File: config.mk
export PLATFORM = sky130hd
export DESIGN_NAME = awu_front
export DESIGN_NICKNAME = d
export VERILOG_FILES = /design/src/hdl/awu_pkg.sv /design/src/hdl/awu_front.sv
export SDC_FILE = /design/constraint.sdc
export NUM_CORES = 1
export LEC_CHECK = 0
export BUFFER_PORTS_ARGS = -buffer_cell sky130_fd_sc_hd__buf_2
export CORE_MARGIN = 5
export CORE_UTILIZATION = 29
export CTS_CLUSTER_DIAMETER = 50
export CTS_CLUSTER_SIZE = 20
export DETAILED_ROUTE_END_ITERATION = 12
export PLACE_DENSITY = 0.6
export RECOVER_POWER = 25
export SETUP_SLACK_MARGIN = 0.4
export SYNTH_ARGS = -nofsm -noshare
export SYNTH_HDL_FRONTEND = slang
export SYNTH_SLANG_ARGS = --single-unit
File: constraint.sdc
create_clock -name clk -period 4.56 [get_ports clk]
set_clock_uncertainty 0.1 [all_clocks]
set_input_delay 0.228 -clock clk [delete_from_list [all_inputs] [get_ports clk]]
set_output_delay 0.228 -clock clk [all_outputs]
set_load 0.05 [all_outputs]
File: src/hdl/awu_pkg.sv
// awu_pkg: shared constants, payload structs and pipeline tag for the adagrad update unit
// no dependencies; used by every module of the block
`default_nettype none

package awu_pkg;

  localparam int ROWS        = 64;
  localparam int COLS        = 64;
  localparam int DEPTH       = ROWS * COLS;
  localparam int IDX_W       = (DEPTH > 1) ? $clog2(DEPTH) : 1;

  localparam int QUEUE_DEPTH = 4;
  localparam int Q_PTR_W     = (QUEUE_DEPTH > 1) ? $clog2(QUEUE_DEPTH) : 1;
  localparam int Q_CNT_W     = $clog2(QUEUE_DEPTH + 1);

  localparam int ROOT_W      = 48;
  localparam int RAD_W       = 2 * ROOT_W;
  localparam int REM_W       = ROOT_W + 2;
  localparam int SQRT_STEPS  = ROOT_W;

  localparam int NUM_W       = 95;
  localparam int QUO_W       = 41;
  localparam int DIV_STEPS   = QUO_W;

  localparam logic [31:0]      LEARN_RATE_RESET = 32'd6554;
  localparam logic [63:0]      EPS_Q32          = 64'd43;
  localparam logic [QUO_W-1:0] UPD_LIMIT        = QUO_W'(64'd1 << 40);

  localparam logic MODE_UPDATE = 1'b0;
  localparam logic MODE_LOAD   = 1'b1;

  typedef enum logic [1:0] {
    KIND_UPDATE,
    KIND_LOAD,
    KIND_SKIP
  } item_kind_t;

  typedef struct packed {
    logic               mode;
    logic [5:0]         row_index;
    logic [5:0]         col_index;
    logic signed [31:0] prev_value;
    logic signed [31:0] grad_value;
    logic signed [31:0] weight_value;
  } req_item_t;

  typedef struct packed {
    logic signed [31:0] new_weight;
    logic [63:0]        new_cache;
    logic               saturated;
  } res_item_t;

  typedef struct packed {
    item_kind_t         kind;
    logic [IDX_W-1:0]   idx;
    logic signed [31:0] prev_value;
    logic signed [31:0] grad_value;
    logic signed [31:0] weight_value;
  } work_item_t;

  typedef struct packed {
    logic             valid;
    item_kind_t       kind;
    logic [IDX_W-1:0] idx;
    logic [31:0]      weight_value;
    logic             neg;
    logic             sat;
    logic [63:0]      cache;
  } tag_t;

endpackage

`default_nettype wire

File: src/hdl/awu_front.sv
// awu_front: accepts requests, range-checks the address and classifies the item
// depends on awu_pkg; feeds awu_queue
`default_nettype none

module awu_front (
  input  logic                   clk,
  input  logic                   rst,
  input  logic                   req_valid,
  output logic                   req_stall,
  input  awu_pkg::req_item_t     req_data,
  output logic                   push_valid,
  output awu_pkg::work_item_t    push_data,
  input  logic                   push_full
);

  logic                held_valid;
  awu_pkg::work_item_t held;
  awu_pkg::work_item_t classified;
  logic                in_range;

  assign req_stall  = held_valid && push_full;
  assign push_valid = held_valid;
  assign push_data  = held;

  always_comb begin
    in_range = (int'(req_data.row_index) < awu_pkg::ROWS) &&
               (int'(req_data.col_index) < awu_pkg::COLS);
    classified.idx = awu_pkg::IDX_W'(int'(req_data.row_index) * awu_pkg::COLS +
                                     int'(req_data.col_index));
    if (!in_range) begin
      classified.kind = awu_pkg::KIND_SKIP;
    end else if (req_data.mode == awu_pkg::MODE_LOAD) begin
      classified.kind = awu_pkg::KIND_LOAD;
    end else begin
      classified.kind = awu_pkg::KIND_UPDATE;
    end
    classified.prev_value   = req_data.prev_value;
    classified.grad_value   = req_data.grad_value;
    classified.weight_value = req_data.weight_value;
  end

  always_ff @(posedge clk) begin
    if (rst) begin
      held_valid <= 1'b0;
    end else if (!req_stall) begin
      held_valid <= req_valid;
    end
  end

  always_ff @(posedge clk) begin
    if (!req_stall && req_valid) begin
      held <= classified;
    end
  end

endmodule

`default_nettype wire

==> results_dict.tcl, run 1 <==
set metrics [dict create \
    syn_inst 116 \
    clockBufferDepth 2 \
    synth_top_area_cell "edfxtp_1" \
    synth_async_sr_flop_share_pct 0 \
    synthFlopType "edfxtp_1" \
    synthTopCellsByArea "edfxtp_1, dfxtp_1, and2_4" \
    status "did not finish" \
    clock_sinks 110 \
    synth.most_common_cell "edfxtp_1" \
    synth_top_area_share_pct 98.3 \
    ios 225 \
    cts_buffers 9 \
    ys.warnings.count 0 \
    cts_root_buf "clkbuf_16" \
    synthMuxAreaShare_pct 0 \
    routabilityCongestion 0.734 \
    syn_area_per_cell_um2 28.7 \
    synth_xor_area_share_pct 0 \
    ctsResizeCount 0 \
    rows 39 \
    synth.ff_latch_count 110 \
    synth-simple-area-share_pct 0.639 \
    cts_hold_buf 101 \
    die_y_um 117 \
    synthAdderAreaFrac_pct 0 \
    place_inst 483 \
    ys_seq_area_share_pct 98.9 \
    start_util_pct 29.4 \
    synth-compound-area-share_pct 0.150 \
    post_cts_buffers 0 \
    synth_top_family_by_area "simple AND/OR/NAND/NOR gates" \
    syn_nets 229 \
    synth_edf_count 109 \
    post_synth_instance_area_mm2 0.00333 \
    port_buffers 223 \
    hpwlAfterDp_mm 6.62 \
    ys_types 8 \
    lastStage "4_1_cts" \
    die_w_um 117 \
    cts-htree-levels 3 \
    firstError "[ERROR RSZ-0060] Max buffer count reached." \
]
## stage by stage
step	hold slack [ns]	cell area (µm²)	setup WS, ns
after floorplan	0.200	3330	0.405
after global placement	0.302	4640	2.88
after detailed placement	0.306	4640	2.84
## kinds of logic after synthesis
group | after synthesis
DFF | 110
and+or+nand+nor | 3
AOI/OAI and AO/OA | 1
buffers and inverters | 1
other | 1
==> inputs of run 2 (changes only) <==
CORE_UTILIZATION = 20   (was 29)
CTS_CLUSTER_DIAMETER = not set   (was 50)
CTS_CLUSTER_SIZE = not set   (was 20)
PLACE_DENSITY = not set   (was 0.6)
PLACE_DENSITY_LB_ADDON = 0.15   (was not set)
SETUP_SLACK_MARGIN = not set   (was 0.4)
==> results_dict.tcl, run 2 <==
set metrics [dict create \
    ir_drop_v 0.000163 \
    period_minus_slack_ns 2.05 \
    wl_per_cell_um 14.1 \
    placed_cell_area_mm2 0.00474 \
    setup_tns_ns 0 \
    port_buffers 223 \
    grt_start_max_net_pins 85 \
    first_global_vias 2813 \
    core_area_mm2 0.0165 \
    post-route-period-util_pct 44.9 \
    ys.warnings.count 0 \
    r2r_cells 3 \
    crit_end "push_data[100]$_DFFE_PP_" \
    start_util_pct 20.2 \
    power_density_mw_per_mm2 385 \
    ys_seq_area_share_pct 98.9 \
    final_cells 686 \
    drt_pass1_iterations 4 \
    synth_async_sr_flop_share_pct 0 \
    synth.ff_latch_count 110 \
    largest_reg_flops 109 \
    drc 0 \
    insertion_delay_ns 0.34 \
    num_vias 2464 \
    holdCritPathClass "input pin to flop" \
    fin_nets 574 \
    ctsResizeCount 0 \
    syn_area_per_cell_um2 28.7 \
    hpwlAfterDp_mm 6.88 \
    hold_viol_final 0 \
    cts_buffers 9 \
    rsz0062_at_grt "false" \
    drt_wl_total_mm 9.70 \
    status "finished, final reports clean" \
    area_delta_synth_final_pct 84.0 \
    ys_types 8 \
    synth_top_area_cell "edfxtp_1" \
    drtAntennaViolNets 0 \
    max-slew-margin-rel_pct 48.9 \
    syn_inst 116 \
    routabilityCongestion 0.715 \
    groute.usage.overall_pct 9.86 \
    synthFlopType "edfxtp_1" \
    synthTopCellsByArea "edfxtp_1, dfxtp_1, and2_4" \
    place_inst 559 \
    final_cell_area_mm2 0.00613 \
    drv_cap 0 \
    end_kind "flop" \
    max_stage_delay_ns 0.60 \
    die_area_mm2 0.0193 \
    clockBufferDepth 2 \
    antenna_found_initial 0 \
    crit_arrival_ns 1.94 \
    p_leak_uw 0.00257 \
    grt_first_pass_wirelength_mm 14.8 \
    rows 47 \
    initialDrtViolationCount 71 \
    synth.most_common_cell "edfxtp_1" \
    timing.final.ws_setup_ns 2.51 \
    syn_nets 229 \
    synth_edf_count 109 \
    cts_root_buf "clkbuf_16" \
    pre_cts_ws_ns 2.47 \
    final_common_cell "buf_2" \
    required_ns 4.45 \
    post_synth_instance_area_mm2 0.00333 \
    reg2reg_from "push_valid$_SDFFE_PP0N_" \
    via_per_inst 3.59 \
    crit_path_start_kind "flop" \
    crit_start "push_valid$_SDFFE_PP0N_" \
    ios 225 \
    final_max_slew_viol_count 0 \
    worst_slew_pin_slew_ns 0.764 \
    slowest_stage "nor2b_4" \
    layout_common_cells "buf_2, dlygate4sd3_1, edfxtp_1, clkbuf_16, inv_6" \
    diodes 0 \
    drive_gt1_share_pct 51.7 \
    clock_sinks 110 \
    setup_viol 0 \
    synth_top_area_share_pct 98.3 \
    cts.reportedPaths.clkPinSlew_ns 0.08 \
    fmax_mhz 489 \
    r2r_setup_slack_ns 2.51 \
    die_y_um 139 \
    post_cts_buffers 0 \
    cts_tree "done" \
    cts_hold_buf 111 \
    nFillCells 1593 \
    cts-htree-levels 3 \
    crit_fanout 84 \
    die_w_um 139 \
    rr_endpoint "push_data[100]$_DFFE_PP_" \
    crit_chain "and2_4, nor2b_4, buf_12" \
    worstSetupPathType "flop to flop" \
    overflow 0 \
]
run 2: critical path: cells and delay by family, from the launching register on:
| kind | cells | cell delay (ns) |
|---|---|---|
| buf+inv | 1 | 0.45 |
| flops | 1 | 0.33 |
| simple gates | 2 | 0.75 |
run 2: kinds of logic (layout without fill, tap and decap cells):
| kind of cell | Yosys count | count (layout) | synth area share [%] |
|---|---|---|---|
| AOI/OAI and AO/OA | 1 | 1 | 0.150 |
| buffers and inverters | 1 | 351 | 0.225 |
| DFF | 110 | 110 | 98.9 |
| other | 1 | 1 | 0.113 |
| and+or+nand+nor | 3 | 3 | 0.639 |
run 2: power by group:
part           internal, µW  total, µW  switching (µW)
Combinational           136        415             279
Sequential             1180       1190            12.7
Clock                   378        752             373
run 2: per-stage QoR:
| step | total power [µW] | utilization (%) | hold WS (ns) |
|---|---|---|---|
| global route | 2460 | 37.2 | 0.318 |
| global placement | 1560 | 28.8 | 0.284 |
| finish | 2360 | 37.2 | 0.325 |
| detailed placement | 1560 | 28.8 | 0.292 |
| floorplan | 1450 | - | 0.200 |
| CTS | 2400 | 37.2 | 0.305 |
run 2: cell type report:
type	instances	area, µm²	share of cell area, %
multi-input cells	5	35.0	0.572
clock inverters	7	53.8	0.878
clock buffers	9	225	3.67
flip-flops and latches	110	3290	53.7
well taps	220	275	4.49
repair buffers	335	2250	36.7
run 2: routing by layer:
metal	up-vias	GRT usage, %	routed length [µm]
li1	1156	-	-
met1	1165	9.95	3430
met2	128	17.3	5160
met3	15	4.24	851
met4	0	4.99	254
met5	-	0	0
run 2: worst min-delay path by stage:
stage | startpoint | to | slack (ns) | cells after the start
2_1_floorplan | rst | push_valid$_SDFFE_PP0N_ | 0.20 | 1
3_3_place_gp | rst | push_valid$_SDFFE_PP0N_ | 0.28 | 2
3_5_place_dp | rst | push_valid$_SDFFE_PP0N_ | 0.29 | 2
4_1_cts | req_valid | push_data[87]$_DFFE_PP_ | 0.30 | 2
5_1_grt | req_valid | push_data[87]$_DFFE_PP_ | 0.32 | 2
6_report | req_valid | push_data[87]$_DFFE_PP_ | 0.32 | 2
(Power assumes the default switching activity.)
