File: src/hdl/awu_pkg.sv
// awu_pkg: shared constants, payload structs and pipeline tag for the adagrad update unit
// no dependencies; used by every module of the block
`default_nettype none

package awu_pkg;

  localparam int ROWS        = 64;
  localparam int COLS        = 64;
  localparam int DEPTH       = ROWS * COLS;
  localparam int IDX_W       = (DEPTH > 1) ? $clog2(DEPTH) : 1;

  localparam int QUEUE_DEPTH = 4;
  localparam int Q_PTR_W     = (QUEUE_DEPTH > 1) ? $clog2(QUEUE_DEPTH) : 1;
  localparam int Q_CNT_W     = $clog2(QUEUE_DEPTH + 1);

  localparam int ROOT_W      = 48;
  localparam int RAD_W       = 2 * ROOT_W;
  localparam int REM_W       = ROOT_W + 2;
  localparam int SQRT_STEPS  = ROOT_W;

  localparam int NUM_W       = 95;
  localparam int QUO_W       = 41;
  localparam int DIV_STEPS   = QUO_W;

  localparam logic [31:0]      LEARN_RATE_RESET = 32'd6554;
  localparam logic [63:0]      EPS_Q32          = 64'd43;
  localparam logic [QUO_W-1:0] UPD_LIMIT        = QUO_W'(64'd1 << 40);

  localparam logic MODE_UPDATE = 1'b0;
  localparam logic MODE_LOAD   = 1'b1;

  typedef enum logic [1:0] {
    KIND_UPDATE,
    KIND_LOAD,
    KIND_SKIP
  } item_kind_t;

  typedef struct packed {
    logic               mode;
    logic [5:0]         row_index;
    logic [5:0]         col_index;
    logic signed [31:0] prev_value;
    logic signed [31:0] grad_value;
    logic signed [31:0] weight_value;
  } req_item_t;

  typedef struct packed {
    logic signed [31:0] new_weight;
    logic [63:0]        new_cache;
    logic               saturated;
  } res_item_t;

  typedef struct packed {
    item_kind_t         kind;
    logic [IDX_W-1:0]   idx;
    logic signed [31:0] prev_value;
    logic signed [31:0] grad_value;
    logic signed [31:0] weight_value;
  } work_item_t;

  typedef struct packed {
    logic             valid;
    item_kind_t       kind;
    logic [IDX_W-1:0] idx;
    logic [31:0]      weight_value;
    logic             neg;
    logic             sat;
    logic [63:0]      cache;
  } tag_t;

endpackage

`default_nettype wire

File: src/hdl/awu_queue.sv
// awu_queue: short fifo of classified items between front and back
// depends on awu_pkg
`default_nettype none

module awu_queue (
  input  logic                clk,
  input  logic                rst,
  input  logic                push_valid,
  input  awu_pkg::work_item_t push_data,
  output logic                full,
  input  logic                pop,
  output awu_pkg::work_item_t pop_data,
  output logic                empty
);

  awu_pkg::work_item_t            slots [awu_pkg::QUEUE_DEPTH];
  logic [awu_pkg::Q_PTR_W-1:0]    wr_ptr;
  logic [awu_pkg::Q_PTR_W-1:0]    rd_ptr;
  logic [awu_pkg::Q_CNT_W-1:0]    count;
  logic [awu_pkg::Q_CNT_W-1:0]    count_next;
  logic                           do_push;
  logic                           do_pop;

  assign full     = count == awu_pkg::Q_CNT_W'(awu_pkg::QUEUE_DEPTH);
  assign empty    = count == '0;
  assign do_push  = push_valid && !full;
  assign do_pop   = pop && !empty;
  assign pop_data = slots[rd_ptr];

  always_comb begin
    count_next = count;
    if (do_push && !do_pop) begin
      count_next = count + awu_pkg::Q_CNT_W'(1);
    end else if (do_pop && !do_push) begin
      count_next = count - awu_pkg::Q_CNT_W'(1);
    end
  end

  always_ff @(posedge clk) begin
    if (rst) begin
      wr_ptr <= '0;
      rd_ptr <= '0;
      count  <= '0;
    end else begin
      count <= count_next;
      if (do_push) begin
        wr_ptr <= (wr_ptr == awu_pkg::Q_PTR_W'(awu_pkg::QUEUE_DEPTH - 1)) ?
                  '0 : wr_ptr + awu_pkg::Q_PTR_W'(1);
      end
      if (do_pop) begin
        rd_ptr <= (rd_ptr == awu_pkg::Q_PTR_W'(awu_pkg::QUEUE_DEPTH - 1)) ?
                  '0 : rd_ptr + awu_pkg::Q_PTR_W'(1);
      end
    end
  end

  always_ff @(posedge clk) begin
    if (do_push) begin
      slots[wr_ptr] <= push_data;
    end
  end

endmodule

`default_nettype wire

File: config.mk
export PLATFORM = sky130hd
export DESIGN_NAME = awu_queue
export DESIGN_NICKNAME = d
export VERILOG_FILES = /design/src/hdl/awu_pkg.sv /design/src/hdl/awu_queue.sv
export SDC_FILE = /design/constraint.sdc
export NUM_CORES = 1
export LEC_CHECK = 0
export ABC_AREA = 1
export BUFFER_PORTS_ARGS = -buffer_cell sky130_fd_sc_hd__buf_2
export CORE_MARGIN = 10
export CORE_UTILIZATION = 23
export CTS_CLUSTER_SIZE = 16
export DETAILED_ROUTE_END_ITERATION = 7
export PLACE_DENSITY = 0.43
export SLEW_MARGIN = 10
export SYNTH_ARGS = -nofsm -noshare
export SYNTH_HDL_FRONTEND = slang
export SYNTH_SLANG_ARGS = --single-unit
File: constraint.sdc
create_clock -name clk -period 15.03 [get_ports clk]
set_clock_uncertainty 0.15 [all_clocks]
set_input_delay 2.2545 -clock clk [delete_from_list [all_inputs] [get_ports clk]]
set_output_delay 2.2545 -clock clk [all_outputs]
set_load 0.03 [all_outputs]
Word-level counts from Yosys, hierarchy flattened
Memories as Yosys holds them, arrays and structs flattened. A register that Yosys moved wholly into a read port is not among the register bits.
Index checks and enable logic that the tools add are counted.
{"block": "totals", "regBits": 7, "mem_bits_rw": 440, "in_bits": 114, "output_inout_bits": 112, "n_memories": 1}
{"memory": "slots", "words": 4, "word_bits": 110, "read_ports": 1, "rd_clocked_by_memory_dff": 1, "write_ports": 1, "line_no": "awu_queue.sv:16", "rtl": "awu_pkg::work_item_t slots [awu_pkg::QUEUE_DEPTH];"}
{"block": "classes", "addsub": 4, "eq_ne": 3, "mux": 8, "n_reduce_logical": 10}
{"operator": "$mux W2", "n": 4}
{"operator": "$mux W3", "n": 2}
{"operator": "$add A2 B1 Y2 const B", "n": 2}
{"operator": "$eq A2 B2 Y1 const B", "n": 2}
{"operator": "$logic_and A1 B1 Y1", "n": 4}
{"operator": "$logic_not A1 Y1", "n": 4}
{"operator": "$add A3 B1 Y3 const B", "n": 1}
{"operator": "$eq A3 B3 Y1 const B", "n": 1}
{"operator": "$logic_not A3 Y1", "n": 1}
{"operator": "$sub A3 B1 Y3 const B", "n": 1}
{"operator": "$mux W1", "n": 2}
{"operator": "$reduce_bool A2 Y1", "n": 1}

Longest topological paths before layout
Gate-level depths: netlist (run 1).
{"block": "logic_depth", "ltp_word": 7, "ltp_mapped": 13, "ltp_nobuf": 13}

Least setup slack after synthesis (run 1)
Ideal clock, no wire load.
{"block": "synth_path", "kind": "input-to-reg", "start": "input push_valid", "end": "memory slots[0][0] (netlist name) (enable)", "setup_time_ns": 0.580, "arrival_time_ns": 6.943, "slack_ns": 7.357, "cell_stages": 2, "path_buffers": 0, "path_cell_list": "nand2_1 -> nor2_1"}
{"block": "synth_via", "elab_chain_cells": 3}
{"item": "from (decl)", "line_no": "awu_queue.sv:8", "rtl": "input logic push_valid,"}
{"item": "$logic_and A1 B1 Y1", "line_no": "awu_queue.sv:26", "rtl": "assign do_push = push_valid && !full;"}
{"item": "$mux W1", "line_no": "awu_queue.sv:58", "rtl": "if (do_push) begin"}
{"item": "$mux W1 (not written as such)", "line_no": "awu_queue.sv:59", "rtl": "slots[wr_ptr] <= push_data;"}
{"item": "to (decl)", "line_no": "awu_queue.sv:16"}
No other way between the ends.

==> impl_metrics.env, run 1 <==
export IMPL_clock_sinks=449
export IMPL_crit_type="reg2out"
export IMPL_finalSetupViolCount=0
export IMPL_grt_pass1_vias=10331
export IMPL_dr_pass1_iters=4
export IMPL_p_per_area_nw_per_um2=194
export IMPL_rr_worst_depth=6
export IMPL_critPathLaunchType="flip-flop"
export IMPL_hold_path_class="reg2reg"
export IMPL_syn2layout_area_growth_pct=20.3
export IMPL_report_final_slew_viol_count=0
export IMPL_r2r_start="count[0]$_SDFFE_PP0P_"
export IMPL_max_slew_margin=0.411
export IMPL_grt_overflow_total=0
export IMPL_nFillCells=7576
export IMPL_cp_max_fo=70
export IMPL_rows=100
export IMPL_min_path_cells=2
export IMPL_rsz0062_at_grt="no"
export IMPL_synth_fa_ha_area_frac=0.00554
export IMPL_grt_usage=0.100
export IMPL_via_count=10071
export IMPL_hold_end="count[1]$_SDFFE_PP0P_"
export IMPL_portBuffers=225
export IMPL_grt_antenna_before_repair=13
export IMPL_async_flop_share=0
export IMPL_htreeDepth=2
export IMPL_ctsHoldBuffers=0
export IMPL_ys_seq_area_frac=0.780
export IMPL_die_area_sq_um=86000
export IMPL_avgSynthCellArea_sq_um=15.1
export IMPL_min_from="count[1]$_SDFFE_PP0P_"
export IMPL_clk_latency_ns=0.58
export IMPL_synth_common_cells="edfxtp_1, nor2_1, o21ai_0"
export IMPL_grt_max_degree=111
export IMPL_crit_path_end_kind="primary output"
export IMPL_place_hpwl_microns=24800
export IMPL_synth_cell_types=24
export IMPL_vias_per_cell=4.27
export IMPL_gp_congestion=0.684
export IMPL_crit_required_ns=12.63
export IMPL_synth_top_cell_by_area="edfxtp_1"
export IMPL_synth_top_area_share=0.770
export IMPL_post_route_period_util=0.378
export IMPL_cts_resized=0
export IMPL_synth_area_leaders="edfxtp_1, nor2_1, o21ai_0, o22ai_1, o21ai_1"
export IMPL_synth_edf_count=440
export IMPL_r2r_end="slots[3][41]$_DFFE_PP_"
export IMPL_ys_flop_type="edfxtp_1"
export IMPL_status="finished clean"
export IMPL_syn_nets=1256
export IMPL_fmax_ghz=0.176
export IMPL_synth_seq_cells=449
export IMPL_synth_simple_area_share=0.0650
export IMPL_muxShareOfSynthArea=0
export IMPL_die_x_microns=293
export IMPL_wl_per_cell_microns=18.9
export IMPL_cts_buffer_depth=3
export IMPL_core_sq_um=74200
export IMPL_synth_most_common_cell="edfxtp_1"
export IMPL_tightest_slew_ns=0.884
export IMPL_totalWireLength_microns=44500
export IMPL_max_cap_violations=0
export IMPL_hold_slack_ns=0.385
export IMPL_syn_area_sq_um=17200
export IMPL_p_leak_nw=6.97
export IMPL_synth_compound_area_frac=0.113
export IMPL_cts_root_buf="clkbuf_16"
export IMPL_postSynthCellCount=1135
export IMPL_drc=0
export IMPL_postCtsSetupBuffers=0
export IMPL_period_needed_ns=5.68
export IMPL_synth_top_family_by_area="compound AO/OA/AOI/OAI gates"
export IMPL_synth_xor_area_share=0.000510
export IMPL_nNetsFinal=1477
export IMPL_cts_buffers_inserted=51
export IMPL_ant_nets=0
export IMPL_yosys_warnings=0
export IMPL_arrival_ns=3.28
export IMPL_die_y_microns=293
export IMPL_drive_above_1_share=0.254
export IMPL_hold_viol_final=0
export IMPL_start_util=0.231
export IMPL_tns_ns=0
export IMPL_grt_pass1_wl_microns=65900
export IMPL_peakVddDrop_uv=109
export IMPL_ioPinCount=226
export IMPL_first_iter_violations=475
export IMPL_r2r_setup_slack_ns=12.11
export IMPL_clkTransAtPathRegs_ns=0.06
export IMPL_cts_tree="built"
[power breakdown]
part | internal [mW] | leakage (nW) | total [mW] | switching, mW
clock network | 0.655 | 0.735 | 1.13 | 0.471
logic | 0.326 | 2.13 | 1.30 | 0.973
registers | 1.53 | 4.11 | 1.58 | 0.0528
total | 2.51 | 6.97 | 4.01 | 1.50
[cells in the final DEF, fill, tap and decap left out]
cell type and count:
a21oi_1 3, clkinvlp_4 1, inv_1 16, o22ai_2 20, clkinv_1 7, nand3_1 2
o22ai_1 90, edfxtp_1 440, bufinv_16 1, buf_4 13, nand2_1 14, nor2_4 24
inv_6 1, dfxtp_4 2, dfxtp_1 7, buf_2 225, ha_1 6, inv_8 1
clkbuf_1 15, o21ai_1 90, fa_1 1, diode_2 1, nand4_1 1, clkinv_2 10
buf_12 2, xor2_1 1, o21ai_0 131, nor2_1 211, nand3b_1 2, clkbuf_16 53
[metrics by stage]
step                      power, mW  instance area (sq um)   util  worst slack, ns  instances
final                          4.01                  20600  0.278             9.35       2360
after global routing           4.24                  20600  0.278             9.05       2359
after CTS                      4.10                  20600  0.278             9.22       2359
after detailed placement       2.95                  19100  0.258             9.88       2272
after global placement         2.94                  19100  0.258             9.93       2272
after floorplan                2.55                  17200      -             7.36       1135
[flip-flops by register name, summed over array words and instances (netlist names), named ones only]
name    count
slots     440
wr_ptr      2
rd_ptr      2
count       3
[final cells by class]
class                      instances  area [sq um]  area share
antenna                            1          2.50    0.000121
tap                              969          1210      0.0587
clock buffer                      68          1380      0.0670
inverter                          18          80.1     0.00388
sequential                       449         13400       0.649
clock inverter                    19           114     0.00552
timing repair buffer             240          1260      0.0612
multi-input combinational        596          3180       0.154
[how the worst max path moves through the flow]
| stage | startpoint | to | slack (ns) | cells after the start |
|---|---|---|---|---|
| after floorplan | push_valid | slots[0][0]$_DFFE_PP_ | 7.36 | 2 |
| after global placement | flip-flop | pop_data[12] | 9.93 | 5 |
| after detailed placement | flip-flop | pop_data[12] | 9.88 | 5 |
| after CTS | flip-flop | pop_data[12] | 9.22 | 5 |
| after global routing | flip-flop | pop_data[18] | 9.05 | 5 |
| final | flip-flop | pop_data[12] | 9.35 | 5 |
[layer usage]
| metal | vias to the layer above | wire length (microns) | track usage | part of all wire |
|---|---|---|---|---|
| met5 | - | 165 | 0 | 0.0037 |
| met1 | 5012 | 19700 | 0.126 | 0.44 |
| met2 | 234 | 20300 | 0.160 | 0.46 |
| met3 | 82 | 3510 | 0.0379 | 0.079 |
| met4 | 24 | 860 | 0.0273 | 0.019 |
| li1 | 4719 | - | - | - |
[critical path, stage by stage (launching register included)]
cell     delay (ns)
dfxtp_4        0.51
buf_4          0.56
buf_4          0.71
o21ai_0        0.20
o22ai_1        0.36
buf_2          0.28
[kinds of logic after synthesis]
kind of cell             count (synthesis)
XOR/XNOR                                 1
adder cells (fa/ha/maj)                  7
AND/OR/NAND/NOR                        254
AO/OA/AOI/OAI                          334
flip-flops                             449
buffers and inverters                   90
Note: power is estimated with default switching activity, not from simulation.
==> run 2: changes to the inputs <==
--- a/config.mk
+++ b/config.mk
@@ -5,7 +5,7 @@
 export SDC_FILE = /design/constraint.sdc
 export NUM_CORES = 1
 export LEC_CHECK = 0
-export ABC_AREA = 1
+export ABC_AREA = 0
 export BUFFER_PORTS_ARGS = -buffer_cell sky130_fd_sc_hd__buf_2
 export CORE_MARGIN = 10
 export CORE_UTILIZATION = 23
==> constraint.sdc (replaced) <==
create_clock -name clk -period 5.8 [get_ports clk]
set_clock_uncertainty 0.15 [all_clocks]
set_input_delay 0.87 -clock clk [delete_from_list [all_inputs] [get_ports clk]]
set_output_delay 0.87 -clock clk [all_outputs]
set_load 0.03 [all_outputs]
==> impl_metrics.env, run 2 <==
export IMPL_status="finished clean"
export IMPL_core_sq_um=70300
export IMPL_nNetsFinal=1010
export IMPL_cts_resized=0
export IMPL_rr_worst_depth=3
export IMPL_avgSynthCellArea_sq_um=26.2
export IMPL_cp_max_fo=54
export IMPL_r2r_start="count[0]$_SDFFE_PP0P_"
export IMPL_hold_viol_final=0
export IMPL_layout_commonest_cell="edfxtp_1"
export IMPL_cts_buffer_depth=3
export IMPL_r2r_end="slots[1][95]$_DFFE_PP_"
export IMPL_worstPathCellList="buf_4, mux4_2, buf_2"
export IMPL_max_stage_delay_ns=1.01
export IMPL_rows=97
export IMPL_die_y_microns=287
export IMPL_portBuffers=225
export IMPL_post_route_period_util=0.666
export IMPL_first_iter_violations=492
export IMPL_synth_most_common_cell="edfxtp_1"
export IMPL_largest_reg_flops=440
export IMPL_crit_required_ns=4.78
export IMPL_rsz0062_at_grt="no"
export IMPL_syn_nets=745
export IMPL_ioPinCount=226
export IMPL_hold_path_class="reg2reg"
export IMPL_die_x_microns=287
export IMPL_cp_slowest_cell="dfxtp_4"
export IMPL_p_leak_nw=6.57
export IMPL_grt_max_degree=55
export IMPL_ant_nets=0
export IMPL_tns_ns=0
export IMPL_period_needed_ns=3.86
export IMPL_ys_flop_type="edfxtp_1"
export IMPL_peakVddDrop_uv=240
export IMPL_via_count=7454
export IMPL_grt_pass1_vias=8309
export IMPL_synth_edf_count=440
export IMPL_r2r_setup_slack_ns=2.98
export IMPL_synth_seq_cells=449
export IMPL_grt_pass1_wl_microns=56700
export IMPL_ctsHoldBuffers=0
export IMPL_tightest_slew_ns=1.03
export IMPL_grt_overflow_total=0
export IMPL_dr_pass1_iters=4
export IMPL_htreeDepth=2
export IMPL_synth_top_area_share=0.807
export IMPL_gp_congestion=0.631
export IMPL_p_per_area_nw_per_um2=463
export IMPL_grt_antenna_before_repair=10
export IMPL_syn2layout_area_growth_pct=23.4
export IMPL_place_area_sq_um=18600
export IMPL_totalWireLength_microns=38900
export IMPL_postSynthCellCount=624
export IMPL_clkTransAtPathRegs_ns=0.05
export IMPL_async_flop_share=0
export IMPL_clock_sinks=449
export IMPL_die_area_sq_um=82300
export IMPL_fmax_ghz=0.259
export IMPL_p_total_mw=9.36
export IMPL_drc=0
export IMPL_final_cell_mix="edfxtp_1, buf_2, mux4_2"
export IMPL_wl_per_cell_microns=20.9
export IMPL_yosys_warnings=0
export IMPL_place_hpwl_microns=23700
export IMPL_report_final_slew_viol_count=0
export IMPL_cts_buffers_inserted=51
export IMPL_hold_slack_ns=0.339
export IMPL_ys_seq_area_frac=0.818
export IMPL_arrival_ns=2.84
export IMPL_synth_top_cell_by_area="edfxtp_1"
export IMPL_finalSetupViolCount=0
export IMPL_syn_area_sq_um=16400
export IMPL_clk_latency_ns=0.57
export IMPL_crit_path_end_kind="primary output"
export IMPL_critPathLaunchType="flip-flop"
export IMPL_start_util=0.233
export IMPL_drive_above_1_share=0.461
export IMPL_max_slew_margin=0.312
export IMPL_grt_usage=0.0928
export IMPL_synth_common_cells="edfxtp_1, mux4_2, buf_2, buf_6, dfxtp_1"
export IMPL_cp_top_family="flip-flops"
export IMPL_worst_path_buf_inv=2
export IMPL_reg_top3="slots: 440 flops, count: 3 flops"
export IMPL_crit_type="reg2out"
export IMPL_synth_area_leaders="edfxtp_1, mux4_2, dfxtp_1, buf_6, ha_1"
export IMPL_min_path_cells=2
export IMPL_synth_cell_types=26
export IMPL_vias_per_cell=4.00
export IMPL_postCtsSetupBuffers=0
export IMPL_nFillCells=6917
export IMPL_top_register="slots"
export IMPL_cts_root_buf="clkbuf_16"
export IMPL_min_from="rd_ptr[0]$_SDFFE_PP0P_"
export IMPL_max_cap_violations=0
export IMPL_cts_tree="built"
export IMPL_design_area_sq_um=20200
[run 2: kinds of logic after synthesis]
kind of cell,Yosys count,share of synthesized area
flops,449,0.818
mux,112,0.153
buf+inv,31,0.0144
simple gates,16,0.00535
compound gates,7,0.00306
fa+ha+maj,7,0.00581
xor+xnor,2,0.00107
[run 2: area by class of cell]
class | count | area (sq um) | area share
Sequential cell | 449 | 13400 | 0.663
Multi-Input combinational cell | 144 | 2770 | 0.137
Clock buffer | 60 | 1350 | 0.0669
Timing Repair Buffer | 238 | 1250 | 0.0618
Tap cell | 940 | 1180 | 0.0582
Clock inverter | 26 | 220 | 0.0109
Inverter | 5 | 37.5 | 0.00186
Antenna cell | 1 | 2.50 | 0.000124
[run 2: how the worst max path moves through the flow]
stage / from / end / slack [ns] / cells after the start
CTS: flip-flop / pop_data[48] / 1.78 / 3
floorplan: push_valid / slots[3][0]$_DFFE_PP_ / 1.71 / 1
global route: flip-flop / pop_data[83] / 1.74 / 3
finish: flip-flop / pop_data[48] / 1.94 / 3
detailed placement: flip-flop / pop_data[48] / 2.43 / 3
global placement: flip-flop / pop_data[92] / 2.46 / 3
[run 2: worst reg2reg max path, stage by stage (launching register included)]
cell     delay (ns)
dfxtp_1        0.45
or3b_1         0.35
and3_4         0.74
buf_4          0.71
[run 2: per-layer routing]
layer	share of wire	up-vias	track usage
met4	0.019	16	0.0279
met2	0.46	197	0.146
met5	0.0030	-	0
li1	-	3221	-
met3	0.072	66	0.0345
met1	0.44	3954	0.118
[run 2: stage by stage]
stage           util  worst slack [ns]  instances
3_3_place_gp   0.265              2.46       1776
3_5_place_dp   0.265              2.43       1776
5_1_grt        0.288              1.74       1863
4_1_cts        0.288              1.78       1862
2_1_floorplan      -              1.71        624
6_report       0.288              1.94       1863
[run 2: power by group]
group	leakage [nW]	switching (mW)	internal, mW
registers	4.11	0.144	3.93
clock network	0.770	1.24	1.82
logic	1.69	1.44	0.792
